===== src/rtl/ahd_pkg.sv =====
// Shared constants, types and register map for the attack-hold-decay envelope generator.
`timescale 1ns / 1ps
`default_nettype none

package ahd_pkg;

    // Fixed-point format of the level and width of the hold counter.
    localparam int FRAC_BITS = 24;
    localparam int HOLD_BITS = 24;

    // Derived field widths.
    localparam int LEVEL_W  = FRAC_BITS + 1;
    localparam int COEFF_W  = FRAC_BITS + 1;
    localparam int TARGET_W = FRAC_BITS + 4;
    localparam int HCOUNT_W = HOLD_BITS + 1;

    // Datapath widths of the one-pole step.
    localparam int MAG_W  = FRAC_BITS + 4;
    localparam int PROD_W = COEFF_W + MAG_W;
    localparam int INC_W  = PROD_W - FRAC_BITS;
    localparam int SUM_W  = INC_W + 2;

    // Configuration port geometry.
    localparam int ADDR_W = 4;
    localparam int DATA_W = 32;

    // Full scale, decay floor magnitude and the rounding addend for a ceiling shift.
    localparam logic [LEVEL_W-1:0] LEVEL_ONE   = {1'b1, {FRAC_BITS{1'b0}}};
    localparam logic [LEVEL_W-1:0] DECAY_FLOOR =
        LEVEL_W'(((64'd1 << FRAC_BITS) + 64'd50) / 64'd100);
    localparam logic [PROD_W-1:0]  ROUND_ADD   = PROD_W'((64'd1 << FRAC_BITS) - 64'd1);

    // Register reset values.
    localparam logic [COEFF_W-1:0]   ATTACK_COEFF_RST  = COEFF_W'(3226);
    localparam logic [TARGET_W-1:0]  ATTACK_TARGET_RST = TARGET_W'(16944988);
    localparam logic [HOLD_BITS-1:0] HOLD_LENGTH_RST   = '0;
    localparam logic [COEFF_W-1:0]   DECAY_COEFF_RST   = COEFF_W'(3495);

    // Envelope segments.
    typedef enum logic [1:0] {
        SEG_IDLE   = 2'd0,
        SEG_ATTACK = 2'd1,
        SEG_HOLD   = 2'd2,
        SEG_DECAY  = 2'd3
    } t_segment;

    // Register indexes on the configuration port.
    typedef enum logic [1:0] {
        REG_ATTACK_COEFF  = 2'd0,
        REG_ATTACK_TARGET = 2'd1,
        REG_HOLD_LENGTH   = 2'd2,
        REG_DECAY_COEFF   = 2'd3
    } t_reg_index;

    // Configuration register set.
    typedef struct packed {
        logic [COEFF_W-1:0]   attack_coeff;
        logic [TARGET_W-1:0]  attack_target;
        logic [HOLD_BITS-1:0] hold_length;
        logic [COEFF_W-1:0]   decay_coeff;
    } t_cfg;

    // Envelope state carried from tick to tick.
    typedef struct packed {
        logic [LEVEL_W-1:0]  level;
        logic [HCOUNT_W-1:0] hold_count;
        t_segment            segment;
    } t_env_state;

endpackage

`default_nettype wire


===== src/rtl/ahd_envelope_generator.sv =====
// Top level of the attack-hold-decay envelope generator: handshake, state and result registers.
`timescale 1ns / 1ps
`default_nettype none

// Attack-hold-decay envelope generator, one input beat per sample tick.
// Input channel (i_valid / o_stall) carries i_trigger and i_hard_restart; each
// accepted beat produces exactly one output beat (o_valid / i_stall) with the
// envelope level (unsigned Q1.24) and the segment after the step.
// Throughput: one beat per cycle while the receiver does not stall. The envelope
// recurrence (one 25x28 multiply, an add and a clip) closes combinationally around
// the state registers. A beat is registered at the input, stepped into the output
// register, and taken from there by the receiver.
// When the receiver stalls, the output register holds its beat, the input
// register fills, and o_stall rises only when both are occupied.
// Reset (synchronous, active low) empties both registers, returns the envelope
// to idle with level zero and loads the default coefficients.
// Configuration goes through the APB-style port; write it only while no beat
// is in flight.
module ahd_envelope_generator (
    input  wire logic                        i_clk,
    input  wire logic                        i_rst_n,
    input  wire logic                        i_valid,
    output logic                             o_stall,
    input  wire logic                        i_trigger,
    input  wire logic                        i_hard_restart,
    output logic                             o_valid,
    input  wire logic                        i_stall,
    output logic [ahd_pkg::LEVEL_W-1:0]      o_level,
    output logic [1:0]                       o_segment,
    input  wire logic                        psel,
    input  wire logic                        penable,
    input  wire logic                        pwrite,
    input  wire logic [ahd_pkg::ADDR_W-1:0]  paddr,
    input  wire logic [ahd_pkg::DATA_W-1:0]  pwdata,
    output logic      [ahd_pkg::DATA_W-1:0]  prdata,
    output logic                             pready
);

    ahd_pkg::t_cfg               cfg;
    ahd_pkg::t_env_state         r_state;
    ahd_pkg::t_env_state         n_state;
    logic [ahd_pkg::LEVEL_W-1:0] n_level;
    logic                        r_in_valid;
    logic                        r_in_trigger;
    logic                        r_in_hard;
    logic                        r_out_valid;
    logic [ahd_pkg::LEVEL_W-1:0] r_out_level;
    ahd_pkg::t_segment           r_out_segment;
    logic                        out_free;
    logic                        advance;
    logic                        in_take;

    // Configuration registers.
    ahd_apb_regs u_regs (
        .i_clk   (i_clk),
        .i_rst_n (i_rst_n),
        .psel    (psel),
        .penable (penable),
        .pwrite  (pwrite),
        .paddr   (paddr),
        .pwdata  (pwdata),
        .prdata  (prdata),
        .pready  (pready),
        .o_cfg   (cfg)
    );

    // Envelope step for the beat in the input register.
    ahd_step u_step (
        .i_cfg          (cfg),
        .i_state        (r_state),
        .i_trigger      (r_in_trigger),
        .i_hard_restart (r_in_hard),
        .o_state        (n_state),
        .o_level        (n_level)
    );

    // Handshake: the input register moves on when the output register is free.
    assign out_free = !r_out_valid || !i_stall;
    assign advance  = r_in_valid && out_free;
    assign o_stall  = r_in_valid && !out_free;
    assign in_take  = i_valid && !o_stall;

    // Input register.
    always_ff @(posedge i_clk) begin
        if (!i_rst_n) begin
            r_in_valid <= 1'b0;
        end else if (in_take) begin
            r_in_valid <= 1'b1;
        end else if (advance) begin
            r_in_valid <= 1'b0;
        end
    end

    always_ff @(posedge i_clk) begin
        if (in_take) begin
            r_in_trigger <= i_trigger;
            r_in_hard    <= i_hard_restart;
        end
    end

    // Envelope state, updated once per stepped beat.
    always_ff @(posedge i_clk) begin
        if (!i_rst_n) begin
            r_state.level      <= '0;
            r_state.hold_count <= '0;
            r_state.segment    <= ahd_pkg::SEG_IDLE;
        end else if (advance) begin
            r_state <= n_state;
        end
    end

    // Output register.
    always_ff @(posedge i_clk) begin
        if (!i_rst_n) begin
            r_out_valid <= 1'b0;
        end else if (advance) begin
            r_out_valid <= 1'b1;
        end else if (!i_stall) begin
            r_out_valid <= 1'b0;
        end
    end

    always_ff @(posedge i_clk) begin
        if (advance) begin
            r_out_level   <= n_level;
            r_out_segment <= n_state.segment;
        end
    end

    assign o_valid   = r_out_valid;
    assign o_level   = r_out_level;
    assign o_segment = r_out_segment;

    // The level never leaves the range zero to full scale.
    a_level_range: assert property (@(posedge i_clk) disable iff (!i_rst_n)
        o_valid |-> (o_level <= ahd_pkg::LEVEL_ONE))
        else $error("envelope level above full scale");

    // An idle result always reports zero level.
    a_idle_zero: assert property (@(posedge i_clk) disable iff (!i_rst_n)
        (o_valid && (o_segment == ahd_pkg::SEG_IDLE)) |-> (o_level == '0))
        else $error("idle result with nonzero level");

    // A hold result always reports full scale.
    a_hold_full: assert property (@(posedge i_clk) disable iff (!i_rst_n)
        (o_valid && (o_segment == ahd_pkg::SEG_HOLD)) |-> (o_level == ahd_pkg::LEVEL_ONE))
        else $error("hold result below full scale");

    // The envelope state moves only when a beat is stepped.
    a_state_quiet: assert property (@(posedge i_clk) disable iff (!i_rst_n)
        !advance |=> $stable(r_state))
        else $error("envelope state changed without a beat");

endmodule

`default_nettype wire


===== src/rtl/ahd_apb_regs.sv =====
// Configuration registers of the envelope generator behind an APB-style port.
`timescale 1ns / 1ps
`default_nettype none

module ahd_apb_regs (
    input  wire logic                       i_clk,
    input  wire logic                       i_rst_n,
    input  wire logic                       psel,
    input  wire logic                       penable,
    input  wire logic                       pwrite,
    input  wire logic [ahd_pkg::ADDR_W-1:0] paddr,
    input  wire logic [ahd_pkg::DATA_W-1:0] pwdata,
    output logic      [ahd_pkg::DATA_W-1:0] prdata,
    output logic                            pready,
    output ahd_pkg::t_cfg                   o_cfg
);

    ahd_pkg::t_cfg      r_cfg;
    ahd_pkg::t_reg_index reg_sel;
    logic               wr_en;

    // Word-aligned decode: the register index sits above the byte offset.
    assign reg_sel = ahd_pkg::t_reg_index'(paddr[3:2]);
    assign wr_en   = psel && penable && pwrite;
    assign pready  = 1'b1;

    // Register writes on the access cycle.
    always_ff @(posedge i_clk) begin
        if (!i_rst_n) begin
            r_cfg.attack_coeff  <= ahd_pkg::ATTACK_COEFF_RST;
            r_cfg.attack_target <= ahd_pkg::ATTACK_TARGET_RST;
            r_cfg.hold_length   <= ahd_pkg::HOLD_LENGTH_RST;
            r_cfg.decay_coeff   <= ahd_pkg::DECAY_COEFF_RST;
        end else if (wr_en) begin
            case (reg_sel)
                ahd_pkg::REG_ATTACK_COEFF: begin
                    r_cfg.attack_coeff <= pwdata[ahd_pkg::COEFF_W-1:0];
                end
                ahd_pkg::REG_ATTACK_TARGET: begin
                    r_cfg.attack_target <= pwdata[ahd_pkg::TARGET_W-1:0];
                end
                ahd_pkg::REG_HOLD_LENGTH: begin
                    r_cfg.hold_length <= pwdata[ahd_pkg::HOLD_BITS-1:0];
                end
                ahd_pkg::REG_DECAY_COEFF: begin
                    r_cfg.decay_coeff <= pwdata[ahd_pkg::COEFF_W-1:0];
                end
                default: begin
                end
            endcase
        end
    end

    // Read data mux.
    always_comb begin
        case (reg_sel)
            ahd_pkg::REG_ATTACK_COEFF:  prdata = ahd_pkg::DATA_W'(r_cfg.attack_coeff);
            ahd_pkg::REG_ATTACK_TARGET: prdata = ahd_pkg::DATA_W'(r_cfg.attack_target);
            ahd_pkg::REG_HOLD_LENGTH:   prdata = ahd_pkg::DATA_W'(r_cfg.hold_length);
            ahd_pkg::REG_DECAY_COEFF:   prdata = ahd_pkg::DATA_W'(r_cfg.decay_coeff);
            default:                    prdata = '0;
        endcase
    end

    assign o_cfg = r_cfg;

endmodule

`default_nettype wire


===== src/rtl/ahd_step.sv =====
// Next-state logic of the envelope: trigger handling, one-pole step, clipping and hold count.
`timescale 1ns / 1ps
`default_nettype none

module ahd_step (
    input  wire ahd_pkg::t_cfg               i_cfg,
    input  wire ahd_pkg::t_env_state         i_state,
    input  wire logic                        i_trigger,
    input  wire logic                        i_hard_restart,
    output ahd_pkg::t_env_state              o_state,
    output logic [ahd_pkg::LEVEL_W-1:0]      o_level
);

    ahd_pkg::t_segment                   seg_eff;
    logic [ahd_pkg::LEVEL_W-1:0]         lvl_eff;
    logic [ahd_pkg::HCOUNT_W-1:0]        hc_eff;
    logic [ahd_pkg::HCOUNT_W-1:0]        hc_inc;
    logic [ahd_pkg::MAG_W-1:0]           lvl_wide;
    logic                                target_below;
    logic                                step_neg;
    logic [ahd_pkg::MAG_W-1:0]           step_mag;
    logic [ahd_pkg::COEFF_W-1:0]         step_coeff;
    logic [ahd_pkg::PROD_W-1:0]          step_prod;
    logic [ahd_pkg::INC_W-1:0]           step_inc;
    logic signed [ahd_pkg::SUM_W-1:0]    lvl_s;
    logic signed [ahd_pkg::SUM_W-1:0]    inc_s;
    logic signed [ahd_pkg::SUM_W-1:0]    sum_s;
    logic signed [ahd_pkg::SUM_W-1:0]    one_s;

    // A trigger restarts attack before the tick; a hard restart also clears the level.
    always_comb begin
        seg_eff = i_trigger ? ahd_pkg::SEG_ATTACK : i_state.segment;
        lvl_eff = (i_trigger && i_hard_restart) ? '0 : i_state.level;
        hc_eff  = i_trigger ? '0 : i_state.hold_count;
    end

    // Magnitude and direction of the distance to the segment's asymptote.
    always_comb begin
        lvl_wide     = ahd_pkg::MAG_W'(lvl_eff);
        target_below = i_cfg.attack_target < lvl_wide;
        if (seg_eff == ahd_pkg::SEG_DECAY) begin
            step_neg   = 1'b1;
            step_mag   = lvl_wide + ahd_pkg::MAG_W'(ahd_pkg::DECAY_FLOOR);
            step_coeff = i_cfg.decay_coeff;
        end else begin
            step_neg   = target_below;
            step_mag   = target_below ? (lvl_wide - i_cfg.attack_target)
                                      : (i_cfg.attack_target - lvl_wide);
            step_coeff = i_cfg.attack_coeff;
        end
    end

    // One multiply, increment magnitude rounded up, then the signed update.
    always_comb begin
        step_prod = ahd_pkg::PROD_W'(step_coeff) * ahd_pkg::PROD_W'(step_mag);
        step_inc  = ahd_pkg::INC_W'((step_prod + ahd_pkg::ROUND_ADD) >> ahd_pkg::FRAC_BITS);
        lvl_s     = signed'(ahd_pkg::SUM_W'(lvl_eff));
        inc_s     = signed'(ahd_pkg::SUM_W'(step_inc));
        one_s     = signed'(ahd_pkg::SUM_W'(ahd_pkg::LEVEL_ONE));
        sum_s     = step_neg ? (lvl_s - inc_s) : (lvl_s + inc_s);
        hc_inc    = hc_eff + ahd_pkg::HCOUNT_W'(1);
    end

    // Segment behavior and clipping.
    always_comb begin
        o_state.level      = lvl_eff;
        o_state.hold_count = hc_eff;
        o_state.segment    = seg_eff;
        o_level            = '0;
        case (seg_eff)
            ahd_pkg::SEG_ATTACK: begin
                if (sum_s < 0) begin
                    o_state.level = '0;
                end else if (sum_s > one_s) begin
                    o_state.level      = ahd_pkg::LEVEL_ONE;
                    o_state.hold_count = '0;
                    o_state.segment    = ahd_pkg::SEG_HOLD;
                end else begin
                    o_state.level = ahd_pkg::LEVEL_W'(sum_s);
                end
                o_level = o_state.level;
            end
            ahd_pkg::SEG_HOLD: begin
                o_state.hold_count = hc_inc;
                o_level            = ahd_pkg::LEVEL_ONE;
                if (hc_inc > ahd_pkg::HCOUNT_W'(i_cfg.hold_length)) begin
                    o_state.level   = ahd_pkg::LEVEL_ONE;
                    o_state.segment = ahd_pkg::SEG_DECAY;
                end
            end
            ahd_pkg::SEG_DECAY: begin
                if (sum_s < 0) begin
                    o_state.level   = '0;
                    o_state.segment = ahd_pkg::SEG_IDLE;
                end else begin
                    o_state.level = ahd_pkg::LEVEL_W'(sum_s);
                end
                o_level = o_state.level;
            end
            default: begin
                o_level = '0;
            end
        endcase
    end

endmodule

`default_nettype wire


===== config.mk =====
export PLATFORM = sky130hd
export DESIGN_NAME = ahd_envelope_generator
export DESIGN_NICKNAME = d
export VERILOG_FILES = /design/src/rtl/ahd_pkg.sv /design/src/rtl/ahd_envelope_generator.sv /design/src/rtl/ahd_apb_regs.sv /design/src/rtl/ahd_step.sv
export SDC_FILE = /design/constraint.sdc
export NUM_CORES = 2
export LEC_CHECK = 0
export ABC_AREA = 1
export CORE_MARGIN = 3
export CORE_UTILIZATION = 50
export CTS_BUF_LIST = sky130_fd_sc_hd__clkbuf_8
export CTS_CLUSTER_SIZE = 12
export DETAILED_ROUTE_END_ITERATION = 6
export DONT_BUFFER_PORTS = 1
export GPL_ROUTABILITY_DRIVEN = 0
export PLACE_DENSITY = 0.72
export SKIP_CTS_REPAIR_TIMING = 1
export SLEW_MARGIN = 20
export SYNTH_ARGS = -nofsm -noshare
export SYNTH_HDL_FRONTEND = slang
export SYNTH_HIERARCHICAL = 1
export SYNTH_SLANG_ARGS = --single-unit

===== constraint.sdc =====
create_clock -name i_clk -period 11.6 [get_ports i_clk]
set_input_delay 1.74 -clock i_clk [delete_from_list [all_inputs] [get_ports i_clk]]
set_output_delay 1.74 -clock i_clk [all_outputs]
set_load 0.02 [all_outputs]

## After elaboration in Yosys (flattened, before gate mapping)

Cells that the tools add are included.

| word-level totals | value |
|---|---|
| input port bits | 45 |
| register bits | 185 |
| bits in writable memories | 0 |
| output and inout port bits | 62 |
| memories | 0 |
| logic and storage cells | 74 |
| bits in read-only memories | 0 |
| bits in latches | 0 |

| operators by class | value |
|---|---|
| bitwise logic cells | 0 |
| muxes and demuxes | 25 |
| add/sub/neg operators | 7 |
| divide/modulo/power cells | 0 |
| shifts and indexed selects | 0 |
| multiply operators | 1 |
| reduce and logical (&&, ||, !) cells | 17 |
| equality and inequality tests | 7 |
| $lt $le $gt $ge | 4 |

Operators with widths:

| operator | count |
|---|---|
| 2-to-1 mux 25 bit | 7 |
| case mux 25 bit (3 select lines) | 2 |
| case mux 32 bit (4 select lines) | 1 |
| 2-to-1 mux 28 bit | 2 |
| 2-to-1 mux 27 bit | 2 |
| adder 53 x 24 -> 53 bit (second input constant) | 1 |
| multiplier 25 x 28 -> 53 bit | 1 |
| case mux 25 bit (2 select lines) | 1 |
| greater-than comparator 31 x 26 -> 1 bit (second input constant) | 1 |
| < comparator 31 x 1 -> 1 bit (second input constant) | 1 |
| 2-to-1 mux 31 bit | 1 |
| adder 25 x 29 -> 30 bit | 1 |
| subtractor 25 x 29 -> 30 bit | 1 |
| < comparator 28 x 25 -> 1 bit | 1 |
| subtractor 25 x 28 -> 28 bit | 1 |
| subtractor 28 x 25 -> 28 bit | 1 |
| adder 25 x 18 -> 26 bit (second input constant) | 1 |
| adder 25 x 1 -> 25 bit (second input constant) | 1 |
| greater-than comparator 25 x 24 -> 1 bit | 1 |
| == test 2 bit (second input constant) | 4 |
| AND reduction 2 bit | 4 |
| logical AND 1 bit | 6 |
| 2-to-1 mux 2 bit | 3 |
| case mux 2 bit (3 select lines) | 1 |
| 7 further kinds | 15 |

## Depth between registers and ports, before layout

| logic depth | value |
|---|---|
| depth after elaboration | 13 |
| gate-level depth with buffers | 83 |

## Hierarchy

The synthesis kept the hierarchy.

By module, submodules not included:

| module | cells each | seq. area each (um2) | area each (um2) | times used |
|---|---|---|---|---|
| ahd_step | 4,948 | 0.0 | 33,578.5 | 1 |
| ahd_apb_regs | 716 | 2,042.0 | 4,652.0 | 1 |
| ahd_envelope_generator | 383 | 1,951.9 | 3,295.7 | 1 |

## Worst setup path before layout

OpenSTA, ideal clock, no wires.

| timing | value |
|---|---|
| path kind | register to register |
| start point | register r_in_trigger |
| end point | register r_state[45] (netlist bit) |
| cell stages (with the launch flop) | 74 |
| path buffers | 8 |
| setup slack | -0.199 ns |
| setup time | 0.064 ns |
| required time | 11.536 ns |
| data arrival time | 11.735 ns |
| cell sequence | edfxtp_1 -> buf_6 -> nand2_1 -> buf_4 -> inv_2 -> clkbuf_1 -> nor2_1 -> ha_1 -> nand2_1 -> inv_1 -> nand2_1 -> nand2_1 -> nand2_1 -> a21oi_1 -> nor2_1 -> nand2_4 -> buf_4 -> inv_1 -> [... 38 more ...] -> nand2_1 -> nand2_1 -> inv_2 -> nand3_1 -> nor2_1 -> nand3_1 -> o21ai_1 -> nand2_2 -> nor2_4 -> buf_4 -> nand4_1 -> nand2_1 -> nand2_1 -> nand2_1 -> inv_1 -> nand3_1 -> nand2_1 -> nor2_1 |

RTL lines:

| element | line | RTL |
|---|---|---|
| start, declared | ahd_envelope_generator.sv:44 | `logic r_in_trigger;` |
| start signal, assigned | ahd_envelope_generator.sv:96 | `r_in_trigger <= i_trigger;` |
| end signal, assigned | ahd_envelope_generator.sv:108 | `r_state <= n_state;` |
| end, declared | ahd_envelope_generator.sv:40 | `ahd_pkg::t_env_state r_state;` |

==> qor.csv <==
metric;value;unit
cp_common_cell;nand2_1;
viasPerCell;5.60;
utilization;0.642;
synth_top_area_frac;0.299;
n_fill_cell;6827;
die_w;294;microns
tns;-79.81;ns
fmax;78.6;MHz
syn_area;41500;sq um
htree_levels;4;
area_delta_synth_final;27.1;%
place_hpwl;122000;microns
num_vias;44100;
synth_commonest_cells;nand2_1, inv_1, nor2_1;
antenna_found_initial;3;
dp.cells;7752;
hp-class;reg2reg;
first_iter_violations;4869;
fin_crit_sh;1.10;
worstHoldStart;r_state[7];
dr.pass1.iters;7;
ys_types;61;
die_area;86500;sq um
first_global_vias;41300;
cts_tree;done;
nets;7755;
ys_ff_latch;185;
crit_type;reg2reg;
r2r-start;r_in_trigger;
synth_edf_count;29;
crit_fanout;7;
totalWireLength;155000;microns
synth_cells;6047;
initial_core_util;0.505;
grt_first_pass_wirelength;225000;microns
yosys-top-cells-area;fa_1, nand2_1, inv_1, ha_1, nor2_1;
outcome;finished, violations left;
drive_gt1_frac;0.237;
skew;0.0299;ns
crit_path_start;r_in_trigger;
startpoint_type;flip-flop;
track_usage;0.335;
grt_max_degree;156;
io_buffers;0;
clk_latency;0.53;ns
synth_top_area_cell;fa_1;
end_kind;flip-flop;
slowest_delay;0.67;ns
clock-sinks;185;
rsz0062_at_grt;yes;
slew_headroom;0.279;
setup_viol;79;
synthArstFlopShare;0;
coreArea;82200;sq um
worstPathRequired;12.05;ns
min_period;12.72;ns
violations;DRC, setup timing;
yosysWarnings;6;
overflow;0;
hold_viol;0;
fin_cells;7868;
clock_tree.buffer_depth;2;
clockRootBuffer;clkbuf_8;
max_cap_viol_count;0;
synth_flop_cell;dfxtp_1;
fin_ws;-1.12;ns
antenna_left;0;
die_h;294;microns
drc_errors;9;
drv_slew;0;
wire_per_inst;19.7;microns
crit_family;adder cells;
worst_slew_pin_slew;1.08;ns
yosysMostFrequentCell;nand2_1;
cts_buffers;17;
ys_seq_area_frac;0.0962;
std_cell_rows;105;
path_buf_inv;16;
slowest_stage;fa_2;
cts.clk_slew.worst_paths;0.11;ns
ios;107;
synth.avg_cell_area;6.87;sq um
crit_arrival;13.17;ns
==> stage by stage <==
step	hold slack [ns]	setup WS, ns	instance area [sq um]
2_1_floorplan	0.451	0.0278	41600
3_3_place_gp	0.463	-1.57	48800
3_5_place_dp	0.466	-1.69	48800
4_1_cts	0.489	-1.83	49200
5_1_grt	0.512	-1.49	52800
6_report	0.482	-1.12	52800
==> kinds of logic (layout without fill, tap and decap cells) <==
family                   after synthesis  count (layout)  share of synthesized area
flip-flops                           185             185                     0.0962
XOR/XNOR                              96              96                     0.0202
other                                  2               6                   0.000181
buffers and inverters               1510            2252                      0.144
AND/OR/NAND/NOR                     2771            2776                      0.275
adder cells (fa/ha/maj)              926             926                      0.391
multiplexers                           1               1                   0.000241
AO/OA/AOI/OAI                        556             556                     0.0728
==> placed cells by master, fill, tap and decap left out, drive strengths merged, types with 16 or more instances in the layout <==
| master | netlist | final |
|---|---|---|
| nand2 | 1389 | 1394 |
| dfxtp | 156 | 156 |
| nand3 | 315 | 315 |
| a21o | 16 | 16 |
| nor3 | 37 | 37 |
| a21oi | 286 | 286 |
| fa | 621 | 621 |
| clkinv | 23 | 24 |
| inv | 1242 | 1251 |
| xnor2 | 19 | 19 |
| ha | 305 | 305 |
| nand4 | 109 | 109 |
| edfxtp | 29 | 29 |
| xor2 | 77 | 77 |
| o21ai | 186 | 186 |
| clkbuf | 118 | 21 |
| buf | 127 | 951 |
| nor2 | 893 | 893 |
==> registers in the layout (all words and copies together), names as in the netlist <==
name	flops
o_valid	1
r_in_hard	1
o_level	25
r_in_trigger	1
o_segment	2
u_regs/o_cfg	102
r_in_valid	1
r_state	52
==> worst paths after layout <==
| path | slack [ns] | to | cells past startpoint |
|---|---|---|---|
| setup / recovery | -1.12 | r_state[27] | 70 |
| setup reg to reg | -1.12 | r_state[27] | 70 |
| hold reg to reg | 0.48 | r_state[7] | 2 |
| hold / removal | 0.48 | r_state[7] | 2 |
==> metal layers <==
layer	up-vias	track usage	part of all wire
met5	-	0	0.00013
met4	2	0.222	0.089
met3	808	0.0611	0.11
met2	2784	0.534	0.45
met1	20700	0.418	0.35
li1	19700	-	-
==> worst min-delay path, stage by stage (launching register included) <==
cell	delay (ns)
dfxtp_1	0.35
a21oi_1	0.04
nor2_1	0.07
==> cell type report <==
class,instances,area [sq um],share of cell area
antenna,1,2.50,0.0000474
clock inverter,15,203,0.00384
timing repair buffer,955,7820,0.148
sequential,185,4000,0.0758
clock buffer,17,234,0.00443
tap,1070,1340,0.0254
multi-input combinational,4360,34400,0.651
inverter,1265,4800,0.0909
Power is not shown: default switching activity piles up to over one toggle a cycle in this logic, so the estimate is an artifact.
